`src/sv/dtle_pkg.sv`:
```
// ----------------------------------------------------------------------------
// dtle_pkg - shared types and constants for the title line extractor
// Keyword bytes, prefix fallback table, character codes, op and kind codes,
// and the keyword step function used by the scanner.
// ----------------------------------------------------------------------------
package dtle_pkg;

   // title capacity and derived store geometry
   localparam int TITLE_CHARS = 32;
   localparam int ADDR_W      = (TITLE_CHARS > 1) ? $clog2(TITLE_CHARS) : 1;

   // field widths
   localparam int OP_W       = 2;
   localparam int CHAR_W     = 8;
   localparam int LEN_W      = 6;
   localparam int KIND_W     = 2;
   localparam int RSP_DATA_W = 16;   // char_out + title_len, padded to bytes

   // keyword "%%Title:"
   localparam int KEY_LEN   = 8;
   localparam int KEY_IDX_W = 3;
   localparam int KEY_W     = 4;     // match count, can hold KEY_LEN

   typedef logic [CHAR_W-1:0] char_type;
   typedef logic [KEY_W-1:0]  key_cnt_type;

   localparam char_type KEY_BYTES [KEY_LEN] = '{
      8'h25, 8'h25, 8'h54, 8'h69, 8'h74, 8'h6C, 8'h65, 8'h3A
   };

   // longest proper prefix that is also a suffix of key[0..k]
   localparam key_cnt_type KEY_FAIL [KEY_LEN] = '{
      4'd0, 4'd1, 4'd0, 4'd0, 4'd0, 4'd0, 4'd0, 4'd0
   };

   // characters of interest
   localparam char_type CH_SPACE  = 8'h20;
   localparam char_type CH_TAB    = 8'h09;
   localparam char_type CH_LPAREN = 8'h28;
   localparam char_type CH_RPAREN = 8'h29;
   localparam char_type CH_QUOTE  = 8'h22;
   localparam char_type CH_CR     = 8'h0D;
   localparam char_type CH_LF     = 8'h0A;

   typedef enum logic [OP_W-1:0] {
      OP_DATA   = 2'd0,
      OP_START  = 2'd1,
      OP_FINISH = 2'd2,
      OP_NONE   = 2'd3
   } op_type;

   typedef enum logic [KIND_W-1:0] {
      KIND_ACCEPT = 2'd0,
      KIND_CHAR   = 2'd1,
      KIND_END    = 2'd2
   } kind_type;

   typedef enum logic [2:0] {
      PH_SEARCH  = 3'b001,
      PH_COLLECT = 3'b010,
      PH_DONE    = 3'b100
   } phase_type;

   typedef enum logic [4:0] {
      ST_IDLE     = 5'b00001,
      ST_TRIM_RD  = 5'b00010,
      ST_TRIM_CHK = 5'b00100,
      ST_EMIT_RD  = 5'b01000,
      ST_EMIT_OUT = 5'b10000
   } state_type;

   // One keyword step: fall back along the prefix table on a mismatch,
   // then advance on a match. Returns KEY_LEN when the keyword completes.
   function automatic key_cnt_type match_next(input key_cnt_type k_in,
                                              input char_type    c);
      key_cnt_type k;
      k = (k_in >= key_cnt_type'(KEY_LEN)) ? '0 : k_in;
      for (int s = 0; s < KEY_LEN; s++) begin
         if (k != '0 && c != KEY_BYTES[k[KEY_IDX_W-1:0]]) begin
            k = KEY_FAIL[k[KEY_IDX_W-1:0] - KEY_IDX_W'(1)];
         end
      end
      if (c == KEY_BYTES[k[KEY_IDX_W-1:0]]) begin
         k = k + key_cnt_type'(1);
      end
      return k;
   endfunction

endpackage

```
`src/sv/dtle_ram.sv`:
```
// ----------------------------------------------------------------------------
// dtle_ram - generic single-port-write, single-port-read RAM
// One write and one registered read per cycle; contents undefined at reset.
// ----------------------------------------------------------------------------
module dtle_ram #(
   parameter int WIDTH = 8,
   parameter int DEPTH = 32
) (
   input  logic                                  clock,
   input  logic                                  wr_en,
   input  logic [((DEPTH > 1) ? $clog2(DEPTH) : 1)-1:0] wr_addr,
   input  logic [WIDTH-1:0]                      wr_data,
   input  logic [((DEPTH > 1) ? $clog2(DEPTH) : 1)-1:0] rd_addr,
   output logic [WIDTH-1:0]                      rd_data
);

   logic [WIDTH-1:0] mem_ff [DEPTH];
   logic [WIDTH-1:0] rd_data_ff;

   always_ff @(posedge clock) begin
      if (wr_en) begin
         mem_ff[wr_addr] <= wr_data;
      end
      rd_data_ff <= mem_ff[rd_addr];
   end

   assign rd_data = rd_data_ff;

endmodule

```
`src/sv/dsc_title_line_extractor_top.sv`:
```
// ----------------------------------------------------------------------------
// dsc_title_line_extractor_top - keyword scan and title line capture
// Watches a byte stream for "%%Title:", collects the rest of that line into
// a small RAM, trims it, and streams it back as a run of character words.
// ----------------------------------------------------------------------------
//
//   channel | dir | handshake            | payload
//   --------+-----+----------------------+-------------------------------------
//   req     | in  | req_tvalid/req_tready| tuser = op, tdata = byte_req
//   rsp     | out | rsp_tvalid/rsp_tready| tuser = kind, tdata = char_out,
//           |     |                      |   title_len; tlast = last
//
// A plain data, start or unused word yields one accept word. A line end or
// finish op walks the title RAM instead: a line end first trims trailing
// spaces, close parens and quotes (a finish op skips the trim), then emission
// sends each title character and closes with the end word; the single
// registered RAM read port paces both walks.
// Synchronous active-high reset clears the scanner; the title RAM is not
// cleared, only entries below the held length are ever read.
// A stalled rsp side holds the output register, and the sequencer waits before each output word.
// ----------------------------------------------------------------------------
module dsc_title_line_extractor_top (
   input  logic                              clock,
   input  logic                              reset,
   // req_tdata: [7:0] byte_req
   input  logic [dtle_pkg::CHAR_W-1:0]       req_tdata,
   // req_tuser: [1:0] op
   input  logic [dtle_pkg::OP_W-1:0]         req_tuser,
   input  logic                              req_tvalid,
   output logic                              req_tready,
   // rsp_tdata: [7:0] char_out, [13:8] title_len, [15:14] zero
   output logic [dtle_pkg::RSP_DATA_W-1:0]   rsp_tdata,
   // rsp_tuser: [1:0] kind
   output logic [dtle_pkg::KIND_W-1:0]       rsp_tuser,
   output logic                              rsp_tlast,
   output logic                              rsp_tvalid,
   input  logic                              rsp_tready
);

   import dtle_pkg::*;

   // sequencer and scanner state
   state_type           state_ff, state_in;
   phase_type           phase_ff, phase_in;
   key_cnt_type         match_ff, match_in;
   logic [LEN_W-1:0]    len_ff, len_in;
   logic [LEN_W-1:0]    idx_ff, idx_in;
   logic                clear_after_ff, clear_after_in;

   // output register
   logic                rsp_valid_ff, rsp_valid_in;
   kind_type            rsp_kind_ff, rsp_kind_in;
   char_type            rsp_char_ff, rsp_char_in;
   logic [LEN_W-1:0]    rsp_len_ff, rsp_len_in;
   logic                rsp_last_ff, rsp_last_in;

   // title RAM ports
   logic                ram_wr_en;
   logic [ADDR_W-1:0]   ram_wr_addr;
   logic [ADDR_W-1:0]   ram_rd_addr;
   char_type            ram_rd_data;

   logic                out_free;
   logic                accept;
   char_type            in_char;
   key_cnt_type         key_step;
   logic [LEN_W-1:0]    len_m1;

   dtle_ram #(
      .WIDTH (CHAR_W),
      .DEPTH (TITLE_CHARS)
   ) u_title_ram (
      .clock   (clock),
      .wr_en   (ram_wr_en),
      .wr_addr (ram_wr_addr),
      .wr_data (in_char),
      .rd_addr (ram_rd_addr),
      .rd_data (ram_rd_data)
   );

   assign in_char  = req_tdata;
   assign out_free = !rsp_valid_ff || rsp_tready;
   assign req_tready = (state_ff == ST_IDLE) && out_free;
   assign accept   = req_tvalid && req_tready;
   assign key_step = match_next(match_ff, in_char);
   assign len_m1   = len_ff - LEN_W'(1);

   // trim reads the tail character, emission reads at the running index
   assign ram_rd_addr = (state_ff == ST_TRIM_RD || state_ff == ST_TRIM_CHK) ?
                        len_m1[ADDR_W-1:0] : idx_ff[ADDR_W-1:0];
   assign ram_wr_addr = len_ff[ADDR_W-1:0];

   always_comb begin
      state_in       = state_ff;
      phase_in       = phase_ff;
      match_in       = match_ff;
      len_in         = len_ff;
      idx_in         = idx_ff;
      clear_after_in = clear_after_ff;
      rsp_valid_in   = rsp_valid_ff && !rsp_tready;
      rsp_kind_in    = rsp_kind_ff;
      rsp_char_in    = rsp_char_ff;
      rsp_len_in     = rsp_len_ff;
      rsp_last_in    = rsp_last_ff;
      ram_wr_en      = 1'b0;

      case (state_ff)
         ST_IDLE: begin
            if (accept) begin
               // default answer: one accept word; line end and finish override
               rsp_valid_in = 1'b1;
               rsp_kind_in  = KIND_ACCEPT;
               rsp_char_in  = '0;
               rsp_len_in   = '0;
               rsp_last_in  = 1'b1;
               case (op_type'(req_tuser))
                  OP_START: begin
                     phase_in = PH_SEARCH;
                     match_in = '0;
                     len_in   = '0;
                  end
                  OP_FINISH: begin
                     // emit the title as held, then clear the scanner
                     rsp_valid_in   = rsp_valid_ff && !rsp_tready;
                     clear_after_in = 1'b1;
                     idx_in         = '0;
                     state_in       = ST_EMIT_RD;
                  end
                  OP_DATA: begin
                     case (phase_ff)
                        PH_SEARCH: begin
                           if (key_step == key_cnt_type'(KEY_LEN)) begin
                              phase_in = PH_COLLECT;
                              match_in = '0;
                           end else begin
                              match_in = key_step;
                           end
                        end
                        PH_COLLECT: begin
                           if (in_char == CH_CR || in_char == CH_LF) begin
                              // line end: trim, then emit in place of the accept word
                              rsp_valid_in   = rsp_valid_ff && !rsp_tready;
                              phase_in       = PH_DONE;
                              clear_after_in = 1'b0;
                              state_in       = ST_TRIM_RD;
                           end else if (len_ff == '0 &&
                                        (in_char == CH_SPACE || in_char == CH_TAB ||
                                         in_char == CH_LPAREN || in_char == CH_QUOTE)) begin
                              // drop leading filler
                           end else if (len_ff < LEN_W'(TITLE_CHARS)) begin
                              ram_wr_en = 1'b1;
                              len_in    = len_ff + LEN_W'(1);
                           end
                        end
                        default: begin
                           // line already ended: ignore the byte
                        end
                     endcase
                  end
                  default: begin
                  end
               endcase
            end
         end

         ST_TRIM_RD: begin
            // tail address is on the read port; data shows next cycle
            if (len_ff == '0) begin
               idx_in   = '0;
               state_in = ST_EMIT_RD;
            end else begin
               state_in = ST_TRIM_CHK;
            end
         end

         ST_TRIM_CHK: begin
            if (ram_rd_data == CH_SPACE || ram_rd_data == CH_RPAREN ||
                ram_rd_data == CH_QUOTE) begin
               len_in   = len_m1;
               state_in = ST_TRIM_RD;
            end else begin
               idx_in   = '0;
               state_in = ST_EMIT_RD;
            end
         end

         ST_EMIT_RD: begin
            if (idx_ff == len_ff) begin
               // close the run with the length word
               if (out_free) begin
                  rsp_valid_in = 1'b1;
                  rsp_kind_in  = KIND_END;
                  rsp_char_in  = '0;
                  rsp_len_in   = len_ff;
                  rsp_last_in  = 1'b1;
                  if (clear_after_ff) begin
                     phase_in = PH_SEARCH;
                     match_in = '0;
                     len_in   = '0;
                  end
                  state_in = ST_IDLE;
               end
            end else begin
               state_in = ST_EMIT_OUT;
            end
         end

         ST_EMIT_OUT: begin
            // read address still holds idx, so the data stays put while stalled
            if (out_free) begin
               rsp_valid_in = 1'b1;
               rsp_kind_in  = KIND_CHAR;
               rsp_char_in  = ram_rd_data;
               rsp_len_in   = '0;
               rsp_last_in  = 1'b0;
               idx_in       = idx_ff + LEN_W'(1);
               state_in     = ST_EMIT_RD;
            end
         end

         default: begin
            state_in = ST_IDLE;
         end
      endcase
   end

   always_ff @(posedge clock) begin
      if (reset) begin
         state_ff       <= ST_IDLE;
         phase_ff       <= PH_SEARCH;
         match_ff       <= '0;
         len_ff         <= '0;
         idx_ff         <= '0;
         clear_after_ff <= 1'b0;
         rsp_valid_ff   <= 1'b0;
      end else begin
         state_ff       <= state_in;
         phase_ff       <= phase_in;
         match_ff       <= match_in;
         len_ff         <= len_in;
         idx_ff         <= idx_in;
         clear_after_ff <= clear_after_in;
         rsp_valid_ff   <= rsp_valid_in;
      end
   end

   // payload needs no reset
   always_ff @(posedge clock) begin
      rsp_kind_ff <= rsp_kind_in;
      rsp_char_ff <= rsp_char_in;
      rsp_len_ff  <= rsp_len_in;
      rsp_last_ff <= rsp_last_in;
   end

   assign rsp_tvalid = rsp_valid_ff;
   assign rsp_tuser  = rsp_kind_ff;
   assign rsp_tlast  = rsp_last_ff;
   assign rsp_tdata  = {(RSP_DATA_W - LEN_W - CHAR_W)'(0), rsp_len_ff, rsp_char_ff};

endmodule

```
`config.mk`:
```
export PLATFORM = sky130hd
export DESIGN_NAME = dsc_title_line_extractor_top
export DESIGN_NICKNAME = d
export VERILOG_FILES = /design/src/sv/dtle_pkg.sv /design/src/sv/dtle_ram.sv /design/src/sv/dsc_title_line_extractor_top.sv
export SDC_FILE = /design/constraint.sdc
export NUM_CORES = 1
export LEC_CHECK = 0
export BUFFER_PORTS_ARGS = -buffer_cell sky130_fd_sc_hd__buf_2
export CORE_MARGIN = 1.5
export CORE_UTILIZATION = 44
export CTS_CLUSTER_SIZE = 10
export DETAILED_ROUTE_END_ITERATION = 6
export SLEW_MARGIN = 25
export SYNTH_ARGS = -nofsm -noshare
export SYNTH_HDL_FRONTEND = slang
export SYNTH_SLANG_ARGS = --single-unit
export TNS_END_PERCENT = 1
```
`constraint.sdc`:
```
create_clock -name clock -period 21.4 [get_ports clock]
set_input_delay 1.07 -clock clock [delete_from_list [all_inputs] [get_ports clock]]
set_output_delay 1.07 -clock clock [all_outputs]
set_load 0.005 [all_outputs]
```
After elaboration in Yosys (flattened, before gate mapping)
Memory sizes are Yosys's and may differ from the RTL's. A register that Yosys moved wholly into a read port is not among the register bits.
Index checks and enable logic that the tools add are counted.
W data, S select, Z words.
{"block": "totals", "mem_bits_rw": 256, "input_bits": 14, "memories": 18, "reg_bits": 43, "wordCells": 301, "output_inout_bits": 21, "romBits": 832}
{"block": "op_classes", "n_eq_ne": 52, "n_mux": 128, "bitwise_logic": 17, "reduce_logical": 44, "magnitude_cmp": 19, "addsub": 12}
{"name": "u_title_ram.mem_ff", "depth": 32, "width": 8, "read_ports": 1, "rd_ports_with_merged_regs": 1, "wr": 1, "line_no": "dtle_ram.sv:17", "source": "logic [WIDTH-1:0] mem_ff [DEPTH];"}
{"name": "(no name shown)", "depth": 8, "width": 8, "read_ports": 1, "rd_ports_with_merged_regs": 0, "wr": 0, "line_no": "dtle_pkg.sv:83", "source": "if (c == KEY_BYTES[k[KEY_IDX_W-1:0]]) begin"}
{"name": "(no name shown)", "depth": 8, "width": 8, "read_ports": 1, "rd_ports_with_merged_regs": 0, "wr": 0, "line_no": "dtle_pkg.sv:79", "source": "if (k != '0 && c != KEY_BYTES[k[KEY_IDX_W-1:0]]) begin"}
{"name": "(no name shown)", "depth": 8, "width": 8, "read_ports": 1, "rd_ports_with_merged_regs": 0, "wr": 0, "line_no": "dtle_pkg.sv:79"}
{"name": "(no name shown)", "depth": 8, "width": 8, "read_ports": 1, "rd_ports_with_merged_regs": 0, "wr": 0, "line_no": "dtle_pkg.sv:79"}
{"name": "(no name shown)", "depth": 8, "width": 8, "read_ports": 1, "rd_ports_with_merged_regs": 0, "wr": 0, "line_no": "dtle_pkg.sv:79"}
{"name": "12 more memories"}
{"operator": "$mux W8", "n": 22}
{"operator": "$mux W4", "n": 34}
{"operator": "$mux W6", "n": 18}
{"operator": "$ge A4 B4 Y1 const B", "n": 18}
{"operator": "$not A3 Y4", "n": 17}
{"operator": "$ne A8 B8 Y1", "n": 8}
{"operator": "$eq A8 B6 Y1 const B", "n": 6}
{"operator": "$pmux W6 S3", "n": 2}
{"operator": "$reduce_bool A4 Y1", "n": 9}
{"operator": "$mux W5", "n": 7}
{"operator": "$pmux W5 S5", "n": 1}
{"operator": "$eq A8 B4 Y1 const B", "n": 3}
{"operator": "$pmux W6 S4", "n": 1}
{"operator": "$pmux W8 S3", "n": 1}
{"operator": "$sub A3 B1 Y3 const B", "n": 8}
{"operator": "$mux W1", "n": 20}
{"operator": "$mux W3", "n": 6}
{"operator": "$ne A3 B3 Y1 const B", "n": 6}
{"operator": "$pmux W3 S2", "n": 3}
{"operator": "$ne A2 B2 Y1 const B", "n": 8}
{"operator": "$pmux W4 S2", "n": 2}
{"operator": "$add A6 B1 Y6 const B", "n": 2}
{"operator": "$logic_and A1 B1 Y1", "n": 12}
{"operator": "$pmux W6 S2", "n": 1}
{"operator": "36 further kinds", "n": 57}

Logic depth before layout (Yosys ltp)
{"block": "depth", "ltp_word": 70, "ltp_mapped": 89, "mapped_depth_nobuf": 88}

Hierarchy
A second synthesis with hierarchy kept.
{"block": "unflattened", "hier_cells": 1191, "area_unflattened_um2": 15840.2}
{"module": "dtle_ram", "area_each_um2": 10053.4, "seq_area_each_um2": 7847.5, "cells_per_inst": 417, "n_inst": 1}
{"module": "dsc_title_line_extractor_top", "area_each_um2": 5786.8, "seq_area_each_um2": 1031.0, "cells_per_inst": 774, "n_inst": 1}

Worst setup path after synthesis
Ideal clock, no wire load.
{"block": "synth_timing", "kind": "input port to flip-flop", "startpoint": "in req_tdata[1] (netlist name)", "endpoint": "reg match_ff[1]", "t_required_ns": 21.282, "stages": 83, "path_buffers": 2, "setup_time_ns": 0.118, "t_arrival_ns": 16.942, "path_slack_ns": 4.339, "path_cell_list": "clkbuf_1 nand4_1 a21o_1 a2111o_1 a2bb2oi_1 inv_1 ha_1 nor2_1 a21oi_1 a2111o_1 a221o_1 nor2_4 and3_1 a21oi_1 o22ai_1 inv_1 ha_1 xnor2_1 (+47 left out) inv_1 ha_1 nor2b_1 a22oi_1 and3b_1 o2111ai_1 a21oi_1 a21boi_1 o32a_1 inv_1 ha_1 ha_1 xor2_1 a211o_1 a211o_1 a211o_1 mux2i_1 o21ai_1"}
{"block": "synth_via", "elab_chain_cells": 64, "word_cells_on_any_way": 107, "cone_classes": "8 x add/sub; 10 x eq/ne; 44 x mux; 15 x bitwise; 15 x reduce/logical; 15 x memory"}
{"item": "start, declared", "line_no": "dsc_title_line_extractor_top.sv:26", "source": "input logic [dtle_pkg::CHAR_W-1:0] req_tdata,"}
{"item": "branches (longest 57 deep; another with $mem_v2 Z8 W4)"}
{"item": "$mux W4 *", "line_no": "dtle_pkg.sv:83"}
{"item": "$eq A4 B4 Y1", "line_no": "dsc_title_line_extractor_top.sv:132", "source": "if (key_step == key_cnt_type'(KEY_LEN)) begin"}
{"item": "$mux W4 *", "line_no": "dsc_title_line_extractor_top.sv:132"}
{"item": "$mux W4 *", "line_no": "dsc_title_line_extractor_top.sv:130", "source": "case (phase_ff)"}
{"item": "$pmux W4 S2 *", "line_no": "dsc_title_line_extractor_top.sv:116", "source": "case (op_type'(req_tuser))"}
{"item": "$mux W4 *", "line_no": "dsc_title_line_extractor_top.sv:109", "source": "if (accept) begin"}
{"item": "$pmux W4 S2 *", "line_no": "dsc_title_line_extractor_top.sv:107", "source": "case (state_ff)"}
{"item": "end signal, assigned", "line_no": "dsc_title_line_extractor_top.sv:239", "source": "match_ff <= match_in;"}
{"item": "end, declared", "line_no": "dsc_title_line_extractor_top.sv:45", "source": "key_cnt_type match_ff, match_in;"}
Mark *: on every way between the ends. The select of a mux whose other input is x is not followed.
A chain may end at the register's enable or synchronous reset.

Final worst setup path
{"block": "layout_timing", "startpoint": "in req_tdata[3] (netlist name)", "endpoint": "reg match_ff[2]"}
The elaborated chain is that of the path after synthesis.

==> metrics.md <==
| Metric | Value |
|---|---|
| P per Cell Area | `90.20 nW/um^2` |
| Final WL | `36100 um` |
| Worst hold stages | `2` |
| CP Capture Type | `flip-flop` |
| R2R depth | `83` |
| CP required | `21790 ps` |
| Hold_sp | `match_ff[1]` |
| Area grow syn2layout | `10.74%` |
| CTS tree | `yes` |
| Iteration count of the initial detailed-routing pass | `5` |
| Design Power | `1569 uW` |
| Via-per-instance ratio | `5.693` |
| Syn_area_per_cell | `13.14 sq um` |
| Number of diodes | `0` |
| Initial antenna violation count | `0` |
| Routed WL per cell | `21.17 um` |
| Async set or reset register ratio after synthesis | `0%` |
| Max Clock Freq | `51.12 MHz` |
| Hold slack | `475.2 ps` |
| Hold EP | `match_ff[1]` |
| Vias | `9707` |
| Vias in the first global route | `9746` |
| Port buffer count | `32` |
| Gr usage total | `19.98%` |
| Setup Crit Path Kind | `in -> reg` |
| RR Startpoint | `match_ff[3]` |
| Die Y | `192.0 um` |
| Max-Cap Viols | `0` |
| FILL cells | `3107` |
| Fin. Hold Viols | `0` |
| Initial Utilization | `44.39%` |
| Residual DRC count | `0` |
| CTS Buf Count | `36` |
| EDFF count, synth | `273` |
| Max H-tree Level | `2` |
| Mapped cell area | `15710 sq um` |
| Startpoint Class | `input port` |
| DP HPWL | `23550 um` |
| Clk root buf | `clkbuf_16` |
| Cell Count, Final, Fillers Out | `1705` |
| Worst hold path type | `reg -> reg` |
| Inst Count DP | `1647` |
| Most used cell along the critical path | `ha_1` |
| Area of the die | `36850 sq um` |
| Worst Path Max Fanout | `48` |
| Clk sinks | `307` |
| Main synth FF type | `edfxtp_1` |
| Setup violations, final | `0` |
| Worst VDD drop | `0.00005984 V` |
| Slowest-stage cell, CP | `buf_2` |
| Floorplan core area | `35400 sq um` |
| Register area share after synthesis | `56.51%` |
| Synth cell types | `88` |
| Final max-slew violation count | `0` |
| First-pass GRT wire length | `55610 um` |
| RePlAce Congestion | `0.8343` |
| Layout cells sized above 1 | `16.24%` |
| Worst-skew pair later-pin latency | `520 ps` |
| Detailed Route Iter0 Violations | `827` |
| GRT overflow | `0` |
| Fin crit share | `91.42%` |
| Nets | `1296` |
| Mapped Cells | `1196` |
| Tmin final | `19560 ps` |
| R2R setup slack | `1880 ps` |
| FP Rows | `69` |
| Static Leak | `0.006203 uW` |
| RSZ-0062 raised after global routing | `false` |
| Synth Warn # | `0` |
| Routed Antenna Nets | `0` |
| CTS Buffer Depth | `3` |
| Synth Register Bits | `307` |
| Clock-pin slew on the worst setup and hold paths | `50 ps` |
| Die span in x | `192.0 um` |
| Worst rel slew slack | `34.57%` |
| I/O pin count | `35` |
| Reg-to-reg endpoint | `match_ff[2]` |
| Setup_tns | `0 ps` |
| Crit path DAT | `19960 ps` |
| Slowest stage delay, CP | `720 ps` |
| Clock skew | `10.94 ps` |
| Tightest Pin Transition | `981.5 ps` |
| Largest net degree at the start of global routing | `65` |
| Outcome | `finished clean` |
sequential cells by signal, indices dropped and copies added, names as in the netlist:
name	flops
state_ff	5
rsp_tvalid	1
rsp_tlast	1
rsp_char_ff	8
u_title_ram.rd_data	8
u_title_ram.mem_ff	256
idx_ff	6
phase_ff	3
rsp_len_ff	6
len_ff	6
rsp_tuser	2
match_ff	4
clear_after_ff	1
per-layer routing:
metal	global-route usage, %	wire length (um)	up-vias
li1	-	-	4613
met1	26.32	16100	4803
met2	33.98	17490	225
met3	2.467	1414	66
met4	7.151	1092	0
met5	0	0	-
through the flow:
stage	worst slack, ps	area [sq um]	util (%)
floorplan	4339	15720	-
global placement	1745	16360	46.22
detailed placement	1200	16360	46.22
CTS	1675	17390	49.13
global route	132.6	17400	49.16
finish	1836	17400	49.16
worst max-delay path by stage:
stage,end,startpoint,slack [ps]
final,match_ff[2],req_tdata[3],1840
after global routing,match_ff[2],match_ff[3],130
after CTS,match_ff[2],req_tdata[3],1670
after detailed placement,match_ff[2],req_tdata[3],1200
after global placement,match_ff[2],req_tdata[3],1750
after floorplan,match_ff[1],req_tdata[1],4340
cell usage after synthesis (all sizes together) (4+ instances only):
master | count | area, sq um
a22oi | 4 | 30.03
mux2 | 20 | 225.2
clkbuf | 41 | 153.9
buf | 17 | 87.58
edfxtp | 273 | 8198
xnor2 | 34 | 305.3
ha | 58 | 725.7
dfxtp | 34 | 680.7
xor2 | 25 | 219.0
a21oi | 51 | 270.3
a211oi | 12 | 107.6
nand4b | 5 | 50.04
nand2 | 68 | 255.2
o22ai | 6 | 37.54
o211ai | 11 | 82.58
and3 | 10 | 62.56
a31oi | 7 | 43.79
nand3b | 7 | 52.55
a32oi | 6 | 60.06
a21o | 9 | 67.56
mux4 | 64 | 1441
nand3 | 26 | 142.6
inv | 40 | 150.1
nor2 | 116 | 442.9
nand4 | 12 | 87.58
mux2i | 32 | 320.3
nand2b | 16 | 100.1
nor4 | 11 | 98.84
or3 | 8 | 50.05
nor3 | 27 | 135.1
or2 | 4 | 25.02
o21ai | 41 | 205.2
or4 | 6 | 48.80
and2 | 19 | 118.9
nor2b | 21 | 131.4
cell families (layout without fill, tap and decap cells):
group                      count (synthesis)  count (layout)  share of synthesized area, %
muxes                                    116             116                         12.65
xor gates and xnor gates                  59              59                         3.337
buffers and inverters                     98             145                         2.493
AOI/OAI and AO/OA                        190             190                         8.235
adders and majority gates                 58              58                         4.619
DFF                                      307             307                         56.51
and+or+nand+nor                          367             367                         12.14
other                                      1               2                       0.02387
layout make-up:
class                      instances  area [sq um]  area share (%)
sequential                       307          8879           51.03
multi-input combinational        792          6494           37.32
inverter                          40         150.1          0.8629
timing repair buffer              47         272.8           1.568
clock buffer                      55         982.2           5.645
clock inverter                     3         45.04          0.2589
tap                              461         576.8           3.315
power breakdown:
| group | switching (uW) | internal (uW) |
|---|---|---|
| registers | 20.8 | 683 |
| clock network | 225 | 316 |
| logic | 176 | 147 |
worst max-delay path, delay by kind of cell:
kind	cells	cell delay, ps
muxes	3	610
and+or+nand+nor	22	4570
xor gates and xnor gates	4	580
AOI/OAI and AO/OA	34	8810
adders and majority gates	9	2450
buffers and inverters	9	1790
what timing repair did:
item	CTS	global route
gates resized for setup	0	1
setup buffers	0	0
endpoints found under the setup margin	0	6
hold buffers	0	0
layout by cell type, fill, tap and decap left out, types with 6 or more instances in the layout:
cell       instances
edfxtp_1         273
nor2_1           115
nand2_1           68
mux4_2            64
ha_1              58
a21oi_1           44
inv_1             39
clkbuf_16         36
o21ai_0           34
dfxtp_1           34
xnor2_1           33
mux2i_1           32
buf_2             32
nor3_1            27
nand3_1           25
xor2_1            25
nor2b_1           21
mux2_2            20
and2_1            18
clkbuf_1          18
nand2b_1          16
buf_4             15
o211ai_1          11
nand4_1           10
a211oi_1          10
and3_1            10
a21o_1             9
nor4_1             9
or3_1              8
o21ai_1            7
nand3b_1           7
a31oi_1            7
o22ai_1            6
(Power assumes the default switching activity.)
